--- config.mk ---
export PLATFORM = sky130hd
export DESIGN_NAME = ffca_ctrl
export DESIGN_NICKNAME = d
export VERILOG_FILES = /design/src/rtl/core/ffca_pkg.sv /design/src/rtl/core/ffca_ctrl.sv
export SDC_FILE = /design/constraint.sdc
export NUM_CORES = 1
export LEC_CHECK = 0
export BUFFER_PORTS_ARGS = -buffer_cell sky130_fd_sc_hd__buf_4
export CAP_MARGIN = 20
export CORE_ASPECT_RATIO = 0.8
export CORE_UTILIZATION = 65
export CTS_BUF_LIST = sky130_fd_sc_hd__clkbuf_8
export DETAILED_ROUTE_END_ITERATION = 10
export PLACE_DENSITY = 0.86
export SYNTH_ARGS = -nofsm -noshare
export SYNTH_HDL_FRONTEND = slang
export SYNTH_SLANG_ARGS = --single-unit
--- constraint.sdc ---
create_clock -name clk -period 8.85 [get_ports clk]
set_input_delay 0 -clock clk [delete_from_list [all_inputs] [get_ports clk]]
set_output_delay 0 -clock clk [all_outputs]
set_load 0.02 [all_outputs]
--- src/rtl/core/ffca_pkg.sv ---
package ffca_pkg;

  // Heap geometry
  localparam int HEAP_BYTES  = 65536;
  localparam int CHUNK_BYTES = 8;
  localparam int NCHUNKS     = HEAP_BYTES / CHUNK_BYTES;
  // Chunk size is a power of two: byte and chunk indexes differ by a shift
  localparam int CHUNK_SHIFT = $clog2(CHUNK_BYTES);
  localparam int IDX_W       = $clog2(NCHUNKS);
  localparam int CNT_W       = IDX_W + 1;
  localparam int MARK_W      = 2;

  // Chunk marks: bit 0 free, bit 1 start of allocation
  localparam logic [MARK_W-1:0] MARK_NONE  = 2'b00;
  localparam logic [MARK_W-1:0] MARK_FREE  = 2'b01;
  localparam logic [MARK_W-1:0] MARK_START = 2'b10;
  localparam int MARK_FREE_BIT  = 0;
  localparam int MARK_START_BIT = 1;

  // Command codes
  localparam logic CMD_ALLOC = 1'b0;
  localparam logic CMD_FREE  = 1'b1;

  // Status codes
  localparam logic [1:0] ST_ALLOC_OK   = 2'd0;
  localparam logic [1:0] ST_ALLOC_FAIL = 2'd1;
  localparam logic [1:0] ST_FREE_DONE  = 2'd2;

  typedef struct packed {
    logic        cmd;
    logic [16:0] req_bytes;
    logic [15:0] free_offset;
  } req_item_t;

  typedef struct packed {
    logic [1:0]  status;
    logic [15:0] alloc_offset;
  } rsp_item_t;

  // Mark store access from the sequencer
  typedef struct packed {
    logic              we;
    logic [IDX_W-1:0]  waddr;
    logic [MARK_W-1:0] wdata;
    logic              re;
    logic [IDX_W-1:0]  raddr;
  } mem_req_t;

endpackage

--- src/rtl/core/ffca_ctrl.sv ---
module ffca_ctrl (
  input  logic                      clk,
  input  logic                      rst,
  input  logic                      req_valid,
  output logic                      req_ready,
  input  ffca_pkg::req_item_t       req_item,
  output logic                      res_valid,
  input  logic                      res_ready,
  output ffca_pkg::rsp_item_t       res_item,
  output ffca_pkg::mem_req_t        mem,
  input  logic [ffca_pkg::MARK_W-1:0] rdata
);
  import ffca_pkg::*;

  localparam logic [2:0] S_CLEAR  = 3'd0;
  localparam logic [2:0] S_IDLE   = 3'd1;
  localparam logic [2:0] S_ASCAN  = 3'd2;
  localparam logic [2:0] S_AMARK  = 3'd3;
  localparam logic [2:0] S_FWALK  = 3'd4;
  localparam logic [2:0] S_FINISH = 3'd5;

  localparam logic [IDX_W-1:0] LAST_IDX = IDX_W'(NCHUNKS - 1);
  localparam int OFF_FULL_W = IDX_W + CHUNK_SHIFT;

  logic [2:0]        state, state_next;
  logic [IDX_W-1:0]  mark_ptr, mark_ptr_next;
  logic [IDX_W-1:0]  mark_first, mark_first_next;
  logic [IDX_W-1:0]  mark_end, mark_end_next;
  logic [CNT_W-1:0]  rd_next, rd_next_next;
  logic              rd_vld, rd_vld_next;
  logic [IDX_W-1:0]  rd_addr_q, rd_addr_q_next;
  logic [CNT_W-1:0]  need, need_next;
  logic [CNT_W-1:0]  run, run_next;
  logic [IDX_W-1:0]  run_first, run_first_next;
  logic [IDX_W-1:0]  walk_idx, walk_idx_next;
  rsp_item_t         res, res_next;

  logic              can_issue;
  logic [CNT_W-1:0]  run_inc;
  logic [IDX_W-1:0]  first_c;
  logic [17:0]       bytes_round;
  logic [15:0]       off_chunk;
  logic              alloc_bad;
  logic              free_bad;

  assign can_issue = rd_next < CNT_W'(NCHUNKS);
  assign run_inc   = run + CNT_W'(1);
  assign first_c   = (run == '0) ? rd_addr_q : run_first;
  assign bytes_round = {1'b0, req_item.req_bytes} + 18'(CHUNK_BYTES - 1);
  assign off_chunk   = req_item.free_offset >> CHUNK_SHIFT;
  assign alloc_bad = (req_item.req_bytes == '0) ||
                     (32'(req_item.req_bytes) > 32'(HEAP_BYTES));
  assign free_bad  = (32'(req_item.free_offset) >= 32'(HEAP_BYTES)) ||
                     (32'(off_chunk) >= 32'(NCHUNKS));

  assign req_ready = (state == S_IDLE);
  assign res_valid = (state == S_FINISH);
  assign res_item  = res;

  // Sequencer: clearing sweep, first-fit scan, run marking, free walk
  always_comb begin
    state_next      = state;
    mark_ptr_next   = mark_ptr;
    mark_first_next = mark_first;
    mark_end_next   = mark_end;
    rd_next_next    = rd_next;
    need_next       = need;
    run_next        = run;
    run_first_next  = run_first;
    walk_idx_next   = walk_idx;
    res_next        = res;
    mem             = '0;

    unique case (state)
      S_CLEAR: begin
        mem.we        = 1'b1;
        mem.waddr     = mark_ptr;
        mem.wdata     = MARK_FREE;
        mark_ptr_next = mark_ptr + IDX_W'(1);
        if (mark_ptr == LAST_IDX) begin
          state_next = S_IDLE;
        end
      end
      S_IDLE: begin
        if (req_valid) begin
          res_next.alloc_offset = '0;
          if (req_item.cmd == CMD_ALLOC) begin
            if (alloc_bad) begin
              res_next.status = ST_ALLOC_FAIL;
              state_next      = S_FINISH;
            end else begin
              need_next    = CNT_W'(bytes_round >> CHUNK_SHIFT);
              run_next     = '0;
              mem.re       = 1'b1;
              mem.raddr    = '0;
              rd_next_next = CNT_W'(1);
              state_next   = S_ASCAN;
            end
          end else begin
            res_next.status = ST_FREE_DONE;
            if (free_bad) begin
              state_next = S_FINISH;
            end else begin
              walk_idx_next = IDX_W'(off_chunk);
              mem.re        = 1'b1;
              mem.raddr     = IDX_W'(off_chunk);
              rd_next_next  = CNT_W'(off_chunk) + CNT_W'(1);
              state_next    = S_FWALK;
            end
          end
        end
      end
      S_ASCAN: begin
        if (can_issue) begin
          mem.re       = 1'b1;
          mem.raddr    = rd_next[IDX_W-1:0];
          rd_next_next = rd_next + CNT_W'(1);
        end
        if (rd_vld) begin
          if (!rdata[MARK_FREE_BIT]) begin
            run_next = '0;
          end else begin
            run_next       = run_inc;
            run_first_next = first_c;
          end
          if (rdata[MARK_FREE_BIT] && run_inc == need) begin
            // Run found: mark it taken
            mark_ptr_next         = first_c;
            mark_first_next       = first_c;
            mark_end_next         = rd_addr_q;
            res_next.status       = ST_ALLOC_OK;
            res_next.alloc_offset = 16'(OFF_FULL_W'(first_c) << CHUNK_SHIFT);
            state_next            = S_AMARK;
          end else if (rd_addr_q == LAST_IDX) begin
            res_next.status = ST_ALLOC_FAIL;
            state_next      = S_FINISH;
          end
        end
      end
      S_AMARK: begin
        mem.we        = 1'b1;
        mem.waddr     = mark_ptr;
        mem.wdata     = (mark_ptr == mark_first) ? MARK_START : MARK_NONE;
        mark_ptr_next = mark_ptr + IDX_W'(1);
        if (mark_ptr == mark_end) begin
          state_next = S_FINISH;
        end
      end
      S_FWALK: begin
        if (can_issue) begin
          mem.re       = 1'b1;
          mem.raddr    = rd_next[IDX_W-1:0];
          rd_next_next = rd_next + CNT_W'(1);
        end
        if (rd_vld) begin
          // Stop at a free chunk or at the start of the next allocation
          if (rdata[MARK_FREE_BIT] ||
              (rd_addr_q != walk_idx && rdata[MARK_START_BIT])) begin
            state_next = S_FINISH;
          end else begin
            mem.we    = 1'b1;
            mem.waddr = rd_addr_q;
            mem.wdata = rdata | MARK_FREE;
            if (rd_addr_q == LAST_IDX) begin
              state_next = S_FINISH;
            end
          end
        end
      end
      S_FINISH: begin
        if (res_ready) begin
          state_next = S_IDLE;
        end
      end
      default: begin
        state_next = S_IDLE;
      end
    endcase

    rd_vld_next    = mem.re;
    rd_addr_q_next = mem.raddr;
  end

  // Control state
  always_ff @(posedge clk) begin
    if (rst) begin
      state    <= S_CLEAR;
      mark_ptr <= '0;
      rd_vld   <= 1'b0;
    end else begin
      state    <= state_next;
      mark_ptr <= mark_ptr_next;
      rd_vld   <= rd_vld_next;
    end
  end

  // Working registers
  always_ff @(posedge clk) begin
    mark_first <= mark_first_next;
    mark_end   <= mark_end_next;
    rd_next    <= rd_next_next;
    rd_addr_q  <= rd_addr_q_next;
    need       <= need_next;
    run        <= run_next;
    run_first  <= run_first_next;
    walk_idx   <= walk_idx_next;
    res        <= res_next;
  end

endmodule

# After elaboration in Yosys (flattened, before gate mapping)
# Cells that the tools add are included.
# Widths: inputs -> output; s select.
# op_classes
add_sub_neg,5
n_lt_le_gt_ge,3
eq_ne,25
n_mux,47
n_bitwise,3
reduce_logical,22
# ops
operator,n
$mux 14,15
$pmux 14 s2,3
$mux 16,3
$pmux 16 s3,1
$mux 13,3
$mux 18,2
$pmux 18 s2,1
$mux 3,11
$add 14x1->14 const B,2
$eq 13x13->1,2
$eq 13x13->1 const B,2
$pmux 13 s2,1
$pmux 3 s6,1
$add 17x3->17 const B,1
$gt 17x17->1 const B,1
$logic_not 17->1,1
$ne 2x2->1 const B,8
$reduce_and 5->1,3
$add 13x1->14 const B,1
$eq 14x14->1,1
$ge 13x14->1 const B,1
$logic_not 14->1,1
$lt 14x14->1 const B,1
$add 13x1->13 const B,1
other kinds (18),38
# word_totals
ff_bits,142
input_bits,40
word_cells,118

# Longest topological paths before layout
# Gate-level depths: netlist of run 1.
# depth
ltp_word,6
ltp_mapped,11
depth_no_buf,9

# Worst setup path after synthesis of run 1
# Ideal clock, no wire load.
# synth_timing
path_kind,flip-flop to flip-flop
from,reg run[0]
to,"reg mark_end[0], enable pin"
setup_time_ns,0.385
arrival_ns,2.682
t_required_ns,8.465
slack_ns,5.782
stages_incl_launch_ff,8
path_cell_list,edfxtp_1 > ha_1 > and2_1 > and3_1 > xnor2_1 > a2111o_1 > nor3b_1 > and3_1
# synth_via
elab_chain_cells,4
# synth_rtl
element,line_no,source
from (decl),ffca_ctrl.sv:33,"logic [CNT_W-1:0] run, run_next;"
from (signal assigned),ffca_ctrl.sv:204,run <= run_next;
$add 14x1->14,ffca_ctrl.sv:47,assign run_inc = run + CNT_W'(1);
$eq 14x14->1,ffca_ctrl.sv:126,if (rdata[MARK_FREE_BIT] && run_inc == need) begin
$logic_and 1x1->1,ffca_ctrl.sv:126,
$reduce_and 3->1 (no line),n/a,
to (signal assigned),ffca_ctrl.sv:200,mark_end <= mark_end_next;
to (decl),ffca_ctrl.sv:28,"logic [IDX_W-1:0] mark_end, mark_end_next;"
# Every way passes these cells.
# A chain may end at the register's enable or synchronous reset.

# Worst setup path after layout of run 1
# layout_timing
from,reg run[0]
to,reg mark_ptr[1]
# layout_via
elab_chain_cells,5
word_cells_on_any_way,10
cone_classes,add/sub (1); eq/ne (2); mux (4); reduce/logical (3)
# layout_rtl
element,line_no,source
$add 14x1->14 / $logic_not 14->1 (equally long branches),"ffca_ctrl.sv:47, ffca_ctrl.sv:48",
$eq 14x14->1 / $mux 13 (equally long branches),"ffca_ctrl.sv:126, ffca_ctrl.sv:48",
$logic_and 1x1->1 / $mux 13 (equally long branches),ffca_ctrl.sv:126,
$ne 2x2->1 (no line) / $mux 13 (equally long branches),n/a,
$reduce_and 3->1 (no line) / $pmux 13 s2 (equally long branches),n/a,
to (signal assigned),ffca_ctrl.sv:192,mark_ptr <= mark_ptr_next;
to (decl),ffca_ctrl.sv:26,"logic [IDX_W-1:0] mark_ptr, mark_ptr_next;"
# Parallel ways exist; a longest one is shown, timed or not. The select of a mux whose other input is x is not followed.

==> metrics.md, run 1 <==
| Metric | Value |
|---|---|
| Vias in the first global route | 5617 |
| Critical Path End Type | flip-flop |
| Initial core utilization | 0.6768 |
| Final clock skew | 0.01116 ns |
| Die area | 11950 sq um |
| Syn Area/Cell | 11.02 sq um |
| Via/cell ratio | 6.369 |
| Sum Neg Setup Slack | 0 ns |
| Dpl hpwl | 12900 um |
| Synth Warn # | 0 |
| Hold path endpoint | need[0] |
| Num rows | 34 |
| EDFF count, synth | 109 |
| N_diodes | 0 |
| Fin. Hold Viols | 0 |
| Clk_lat worst skew | 0.46 ns |
| Setup CP Type | flip-flop to flip-flop |
| Wirelength per Cell | between 20 and 25 um |
| H-tree Lvls | 4 |
| Postcts setup bufs | 0 |
| Final Max Slew Viols | 0 |
| Worst-path clk slew | 0.08 ns |
| Crit path DAT | 4.24 ns |
| Minimum clock period | a little under 4 ns |
| RSZ-0062 raised after global routing | false |
| First-pass GRT wire length | 30060 um |
| IO Pins | 90 |
| Worst hold stages | 4 |
| Clock root buffer | clkbuf_8 |
| Seq cells post-synth | 139 |
| Post-synthesis cell count | 679 |
| Maximum capacitance violations | 0 |
| CTS Buf Count | 17 |
| VDD IR max | 0.09613 mV |
| Cell area power density | 148.4 nW/um^2 |
| Worst setup startpoint | run[0] |
| Setup ws final | 4.949 ns |
| Area of the core | 11060 sq um |
| Crit Reg-Reg Endpoint | mark_ptr[1] |
| Final GP Congestion | between 0.9 and 1 |
| Total gr overflow | 0 |
| Static leakage | 3.353 nW |
| Fillers | around 650 |
| Setup violations, final | 0 |
| Wirelength, routed | approximately 19000 um |
| Min-Delay Path Class | input pin to flip-flop |
| Area delta synth->final | 19.12% |
| Post-Place Setup Slack | between 5 and 6 ns |
| Drt pass-1 iters | 6 |
| Reg2reg start | run[0] |
| Status | completed |
| Port bufs | 83 |
| CP required | a little over 9 ns |
| Post-CTS resize count | 0 |
| Multi-input logic area | 3358 sq um |
| Hold_sp | req_item[18] |
| Die H | 97.99 um |
| CTS tree | done |
| Num Clock Sinks | 139 |
| Ys async rst share | 0 |
| Max-slew headroom | 0.3124 |
| Reg area | 3874 sq um |
| Fin util | 0.8062 |
| CP max FO | 16 |
| Residual DRC count | 0 |
| Tightest Pin Transition | around 1.0 ns |
| Antenna violations before repair | 0 |
| Synth unique cells | 66 |
| R2R depth | 8 |
| Clock buffer depth | 2 |
| Nets | slightly above 800 |
| Largest net degree at the start of global routing | 29 |
| Leading register cell type out of synthesis | edfxtp_1 |
| Nature of the critical path startpoint | flip-flop |
| Fmax | 256.4 MHz |
| GRT Total Usage | 0.3381 |
| Reg2reg setup slack | 4.95 ns |
| Via count | 5936 |
| Mapped Area | about 7500 sq um |
| Period Utilization, post-route | 0.4408 |
| 1st-iter DRT viols | a little over 600 |
| Hold Buf Count CTS | 35 |
| Seq/Total Area, Yosys | 0.5175 |
| Post-DRT Antenna Nets | 0 |
| Share of post-route cells with drive strength above 1 | 0.1789 |
| Die X | 122.0 um |
area by class of cell:
| cell class | count | share of cell area |
|---|---|---|
| Tap cell | 144 | 0.02020 |
| Clock inverter | 14 | 0.02035 |
| Timing Repair Buffer | 122 | 0.1148 |
| Inverter | 14 | 0.005893 |
| Multi-Input combinational cell | 481 | 0.3766 |
| Sequential cell | 139 | 0.4344 |
| Clock buffer | 18 | 0.02778 |
per-layer routing:
layer  global-route usage  part of all wire  vias to the layer above
met1               0.4712              0.41                     2838
li1                     -                 -                     2702
met3              0.07068             0.095                       43
met5                    0                 0                        -
met2               0.5224              0.47                      353
met4               0.1244             0.025                        0
sequential cells by signal (all words and copies together) (netlist names):
signal and cells:
run 14, mark_ptr 13, rd_next 14, mark_end 13
rd_vld 1, need 14, mark_first 13, res_item 15
state 3, walk_idx 13, rd_addr_q 13, run_first 13
worst max-delay path, stage by stage, from the launching register on:
cell and delay [ns]:
edfxtp_1 0.51, ha_1 0.31, xnor3_1 0.39, o41ai_1 0.07
a2111oi_0 0.72, o31ai_1 0.31, or4b_1 0.84, and4_4 0.31
a311o_1 0.31
power by group:
part	total (mW)	internal, mW	switching, mW
Clock	0.558	0.312	0.247
Combinational	0.0637	0.0340	0.0296
Sequential	0.702	0.698	0.00330
cell usage after synthesis, types with 3 or more instances:
master / count / share of area
a22o_1: 25 / 0.029
xnor2_1: 56 / 0.066
nor3_1: 7 / 0.0047
buf_4: 6 / 0.0060
a21oi_1: 18 / 0.012
or3_1: 3 / 0.0025
clkbuf_1: 30 / 0.015
a2111oi_0: 3 / 0.0035
a21o_1: 6 / 0.0060
buf_2: 5 / 0.0033
and4_1: 5 / 0.0058
nand3_1: 34 / 0.023
inv_1: 14 / 0.0070
dfxtp_1: 30 / 0.080
nor4_1: 16 / 0.013
buf_1: 5 / 0.0025
edfxtp_1: 109 / 0.44
o22ai_1: 14 / 0.012
mux2i_1: 5 / 0.0067
nand2_1: 34 / 0.017
o21ai_0: 3 / 0.0020
nor2_1: 52 / 0.026
a32o_1: 3 / 0.0040
ha_1: 5 / 0.0084
nand2b_1: 8 / 0.0067
mux2_2: 11 / 0.017
a31oi_1: 4 / 0.0033
nor2b_1: 6 / 0.0050
nand4_1: 17 / 0.014
and3_1: 15 / 0.013
a22oi_1: 8 / 0.0080
nor4b_1: 3 / 0.0035
and2_1: 21 / 0.018
xor2_1: 53 / 0.062
kinds of logic after synthesis:
kind of cell,synth area share
other,0.0005009
DFF,0.5175
AOI/OAI and AO/OA,0.1108
and+or+nand+nor,0.1737
adders and majority gates,0.008357
xor gates and xnor gates,0.1305
muxes,0.02323
buffers and inverters,0.03543
placed cells by master (no fill, tap or decap), types with 15 or more instances in the layout:
cell type      Yosys  final
a22o_1            25     25
and3_1            15     15
nand4_1           17     17
edfxtp_1         109    109
inv_1             14     17
a21oi_1           18     17
buf_4              6     86
nor2_1            52     52
xor2_1            53     53
nor4_1            16     16
dfxtp_1           30     30
dlygate4sd3_1      0     35
nand3_1           34     34
clkbuf_8           0     18
nand2_1           34     34
xnor2_1           56     56
and2_1            21     21
worst max path at each step:
stage | endpoint | slack (ns) | depth (start not counted)
final | mark_ptr[1] | 4.95 | 8
after floorplan | mark_end[0] | 5.78 | 7
after global routing | res_item[6] | 4.87 | 8
after detailed placement | mark_ptr[1] | 5.05 | 8
after CTS | mark_ptr[1] | 5.01 | 8
after global placement | mark_first[10] | 4.73 | 7
per-stage QoR:
stage          area [sq um]  hold slack [ns]  power, mW  cells
2_1_floorplan          7493          0.07870     0.7388    681
3_3_place_gp           8110           0.2127     0.7630    864
3_5_place_dp           8138           0.2118     0.7648    865
4_1_cts                8917          0.02442      1.323    932
5_1_grt                8917          0.05286      1.356    932
6_report               8917          0.04615      1.324    932
(Power assumes the default switching activity.)
==> run 2: changes to the inputs <==
CORE_UTILIZATION = 55   (was 65)
PLACE_DENSITY = 0.77   (was 0.86)
clock period = 3.5 ns   (was 8.85 ns; I/O delays follow)
==> metrics.md, run 2 (synthesis results as in run 1) <==
| Metric | Value |
|---|---|
| Dpl hpwl | 13340 um (+3.4%) |
| Worst-path clk slew | 0.08 ns (about the same) |
| Setup ws final | 0.1095 ns (-4.840 ns) |
| Wirelength, routed | 18660 um (-1.8%) |
| Multi-input logic area | 3363 sq um (+0.15%) |
| Die X | 132.4 um (+8.6%) |
| Share of post-route cells with drive strength above 1 | 0.1985 (+0.01957) |
| Min-Delay Path Class | input pin to flip-flop |
| Wirelength per Cell | 19.12 um (-6.2%) |
| Clk_lat worst skew | 0.46 ns (about the same) |
| Tightest Pin Transition | 0.8784 ns (-0.1445 ns) |
| Commonest non-fill, non-tap cell in the layout | edfxtp_1 |
| Cell area power density | 366.4 nW/um^2 (+150%) |
| Vias in the first global route | 5587 (-0.53%) |
| Hold WS | 0.05170 ns (+0.005554 ns) |
| 1st-iter DRT viols | 535 (-11%) |
| Final Max Slew Viols | 0 (unchanged) |
| Clock root buffer | clkbuf_8 |
| Worst setup startpoint | run[0] |
| Placed cell area | 8274 sq um (+1.7%) |
| Initial core utilization | 0.5734 (-0.1034) |
| Residual DRC count | 0 (unchanged) |
| Fin. Hold Viols | 0 (unchanged) |
| Reg2reg start | run[0] |
| Total gr overflow | 0 (unchanged) |
| Setup CP Type | flip-flop to flip-flop |
| CP required | 3.85 ns (-5.34 ns) |
| R2R depth | 8 (unchanged) |
| Drt pass-1 iters | 5 (-1) |
| Num Clock Sinks | 139 (unchanged) |
| Port bufs | 83 (unchanged) |
| Reg2reg setup slack | 0.11 ns (-4.84 ns) |
| Final clock skew | 0.01181 ns (+0.0006432 ns) |
| Status | completed |
| Max-slew headroom | 0.4090 (+0.09662) |
| Crit path DAT | 3.74 ns (-0.50 ns) |
| Minimum clock period | 3.390 ns (-0.5104 ns) |
| Die area | 14080 sq um (+18%) |
| Post-DRT Antenna Nets | 0 (unchanged) |
| N_diodes | 0 (unchanged) |
| Setup violations, final | 0 (unchanged) |
| Cell count after placement | 910 (+5.2%) |
| CTS tree | done |
| Num rows | 37 (+8.8%) |
| Die H | 106.4 um (+8.5%) |
| Largest register FFs | 15 (unchanged) |
| Clock buffer depth | 2 (unchanged) |
| VDD IR max | 0.2912 mV (+200%) |
| Area delta synth->final | 20.84% |
| CTS Buf Count | 17 (unchanged) |
| Final Cell Area | 9046 sq um (+1.4%) |
| Critical Path End | mark_ptr[1] |
| Via/cell ratio | 5.981 (-6.1%) |
| Reg area | 3874 sq um (unchanged) |
| Crit Reg-Reg Endpoint | mark_ptr[1] |
| H-tree Lvls | 4 (unchanged) |
| Maximum capacitance violations | 0 (unchanged) |
| Period Utilization, post-route | 0.9687 (+0.5279) |
| First-pass GRT wire length | 29880 um (-0.60%) |
| Critical Path End Type | flip-flop |
| RSZ-0062 raised after global routing | false |
| Fillers | 987 (+53%) |
| Static leakage | 3.403 nW (+1.5%) |
| Nature of the critical path startpoint | flip-flop |
| Final GP Congestion | 0.9059 (-2.4%) |
| Fin cells | 976 (+4.7%) |
| Via count | 5837 (-1.7%) |
| Nets | 833 (+1.6%) |
| Antenna violations before repair | 0 (unchanged) |
| GRT Total Usage | 0.2799 (-0.05818) |
| Largest net degree at the start of global routing | 27 (-6.9%) |
| Most frequent cells in the layout | 109 x edfxtp_1, 100 x buf_4, 56 x xnor2_1 |
| Area of the core | 13060 sq um (+18%) |
| IO Pins | 90 (unchanged) |
| Post-Place Setup Slack | -0.04412 ns (-5.090 ns) |
| CP max FO | 8 (-8) |
| Fmax | 294.9 MHz (+15%) |
run 2: changes by cell type in the layout (fill, tap and decap cells not counted), sizes merged:
cell         before  now
bufinv            4    3
clkinv            6    7
buf              87  101
clkinvlp          0    1
clkbuf           18   19
inv              18   16
dlygate4sd3      35   34
run 2: layout make-up:
cell class / count / area share
well taps: 175 / 0.02420
repair buffers: 135 / 0.1228
clock buffers: 19 / 0.02891
inverters: 14 / 0.005809
clock inverters: 13 / 0.01826
flip-flops and latches: 139 / 0.4282
multi-input cells: 481 / 0.3718
run 2: how the worst min path moves through the flow:
stage / startpoint / to / depth (start not counted)
global placement: req_item[8] / walk_idx[5] / 1
finish: req_item[17] / need[0] / 4
global route: req_item[17] / need[0] / 4
CTS: req_item[17] / need[0] / 4
detailed placement: req_item[8] / walk_idx[5] / 1
floorplan: rst / state[0] / 1
run 2: per-layer routing:
metal	track usage	vias up	wire length, um
met5	0	-	0
met2	0.4248	239	8529
met1	0.3889	2842	8315
met3	0.06056	29	1465
li1	-	2727	-
met4	0.1174	0	346
run 2: critical path, cell delays in order (launching register included):
cell and delay (ns):
edfxtp_1 0.51, ha_1 0.32, xnor3_1 0.41, o41ai_1 0.08, a2111oi_1 0.55, o31ai_1 0.26, or4b_4 0.64, and4_4 0.22
a311o_1 0.31
run 2: through the flow:
| step | TNS (ns) | util | total power [mW] |
|---|---|---|---|
| finish | 0 | 0.6929 | 3.314 |
| global route | 0 | 0.6929 | 3.407 |
| CTS | 0 | 0.6926 | 3.327 |
| detailed placement | -0.04412 | 0.6338 | 1.935 |
| global placement | 0 | 0.6338 | 1.932 |
| floorplan | 0 | - | 1.868 |
run 2: power breakdown:
part	switching [mW]	leakage, nW	total (mW)	internal, mW
logic	0.0739	1.90	0.159	0.0847
registers	0.00818	1.28	1.77	1.77
clock network	0.635	0.216	1.38	0.747
run 2: what timing repair did:
action                                 CTS  global route
gates resized for setup                  1             1
setup endpoints to repair                2             4
hold buffers                            34             0
buffers inserted                         0             0
endpoints found under the hold margin   67             0
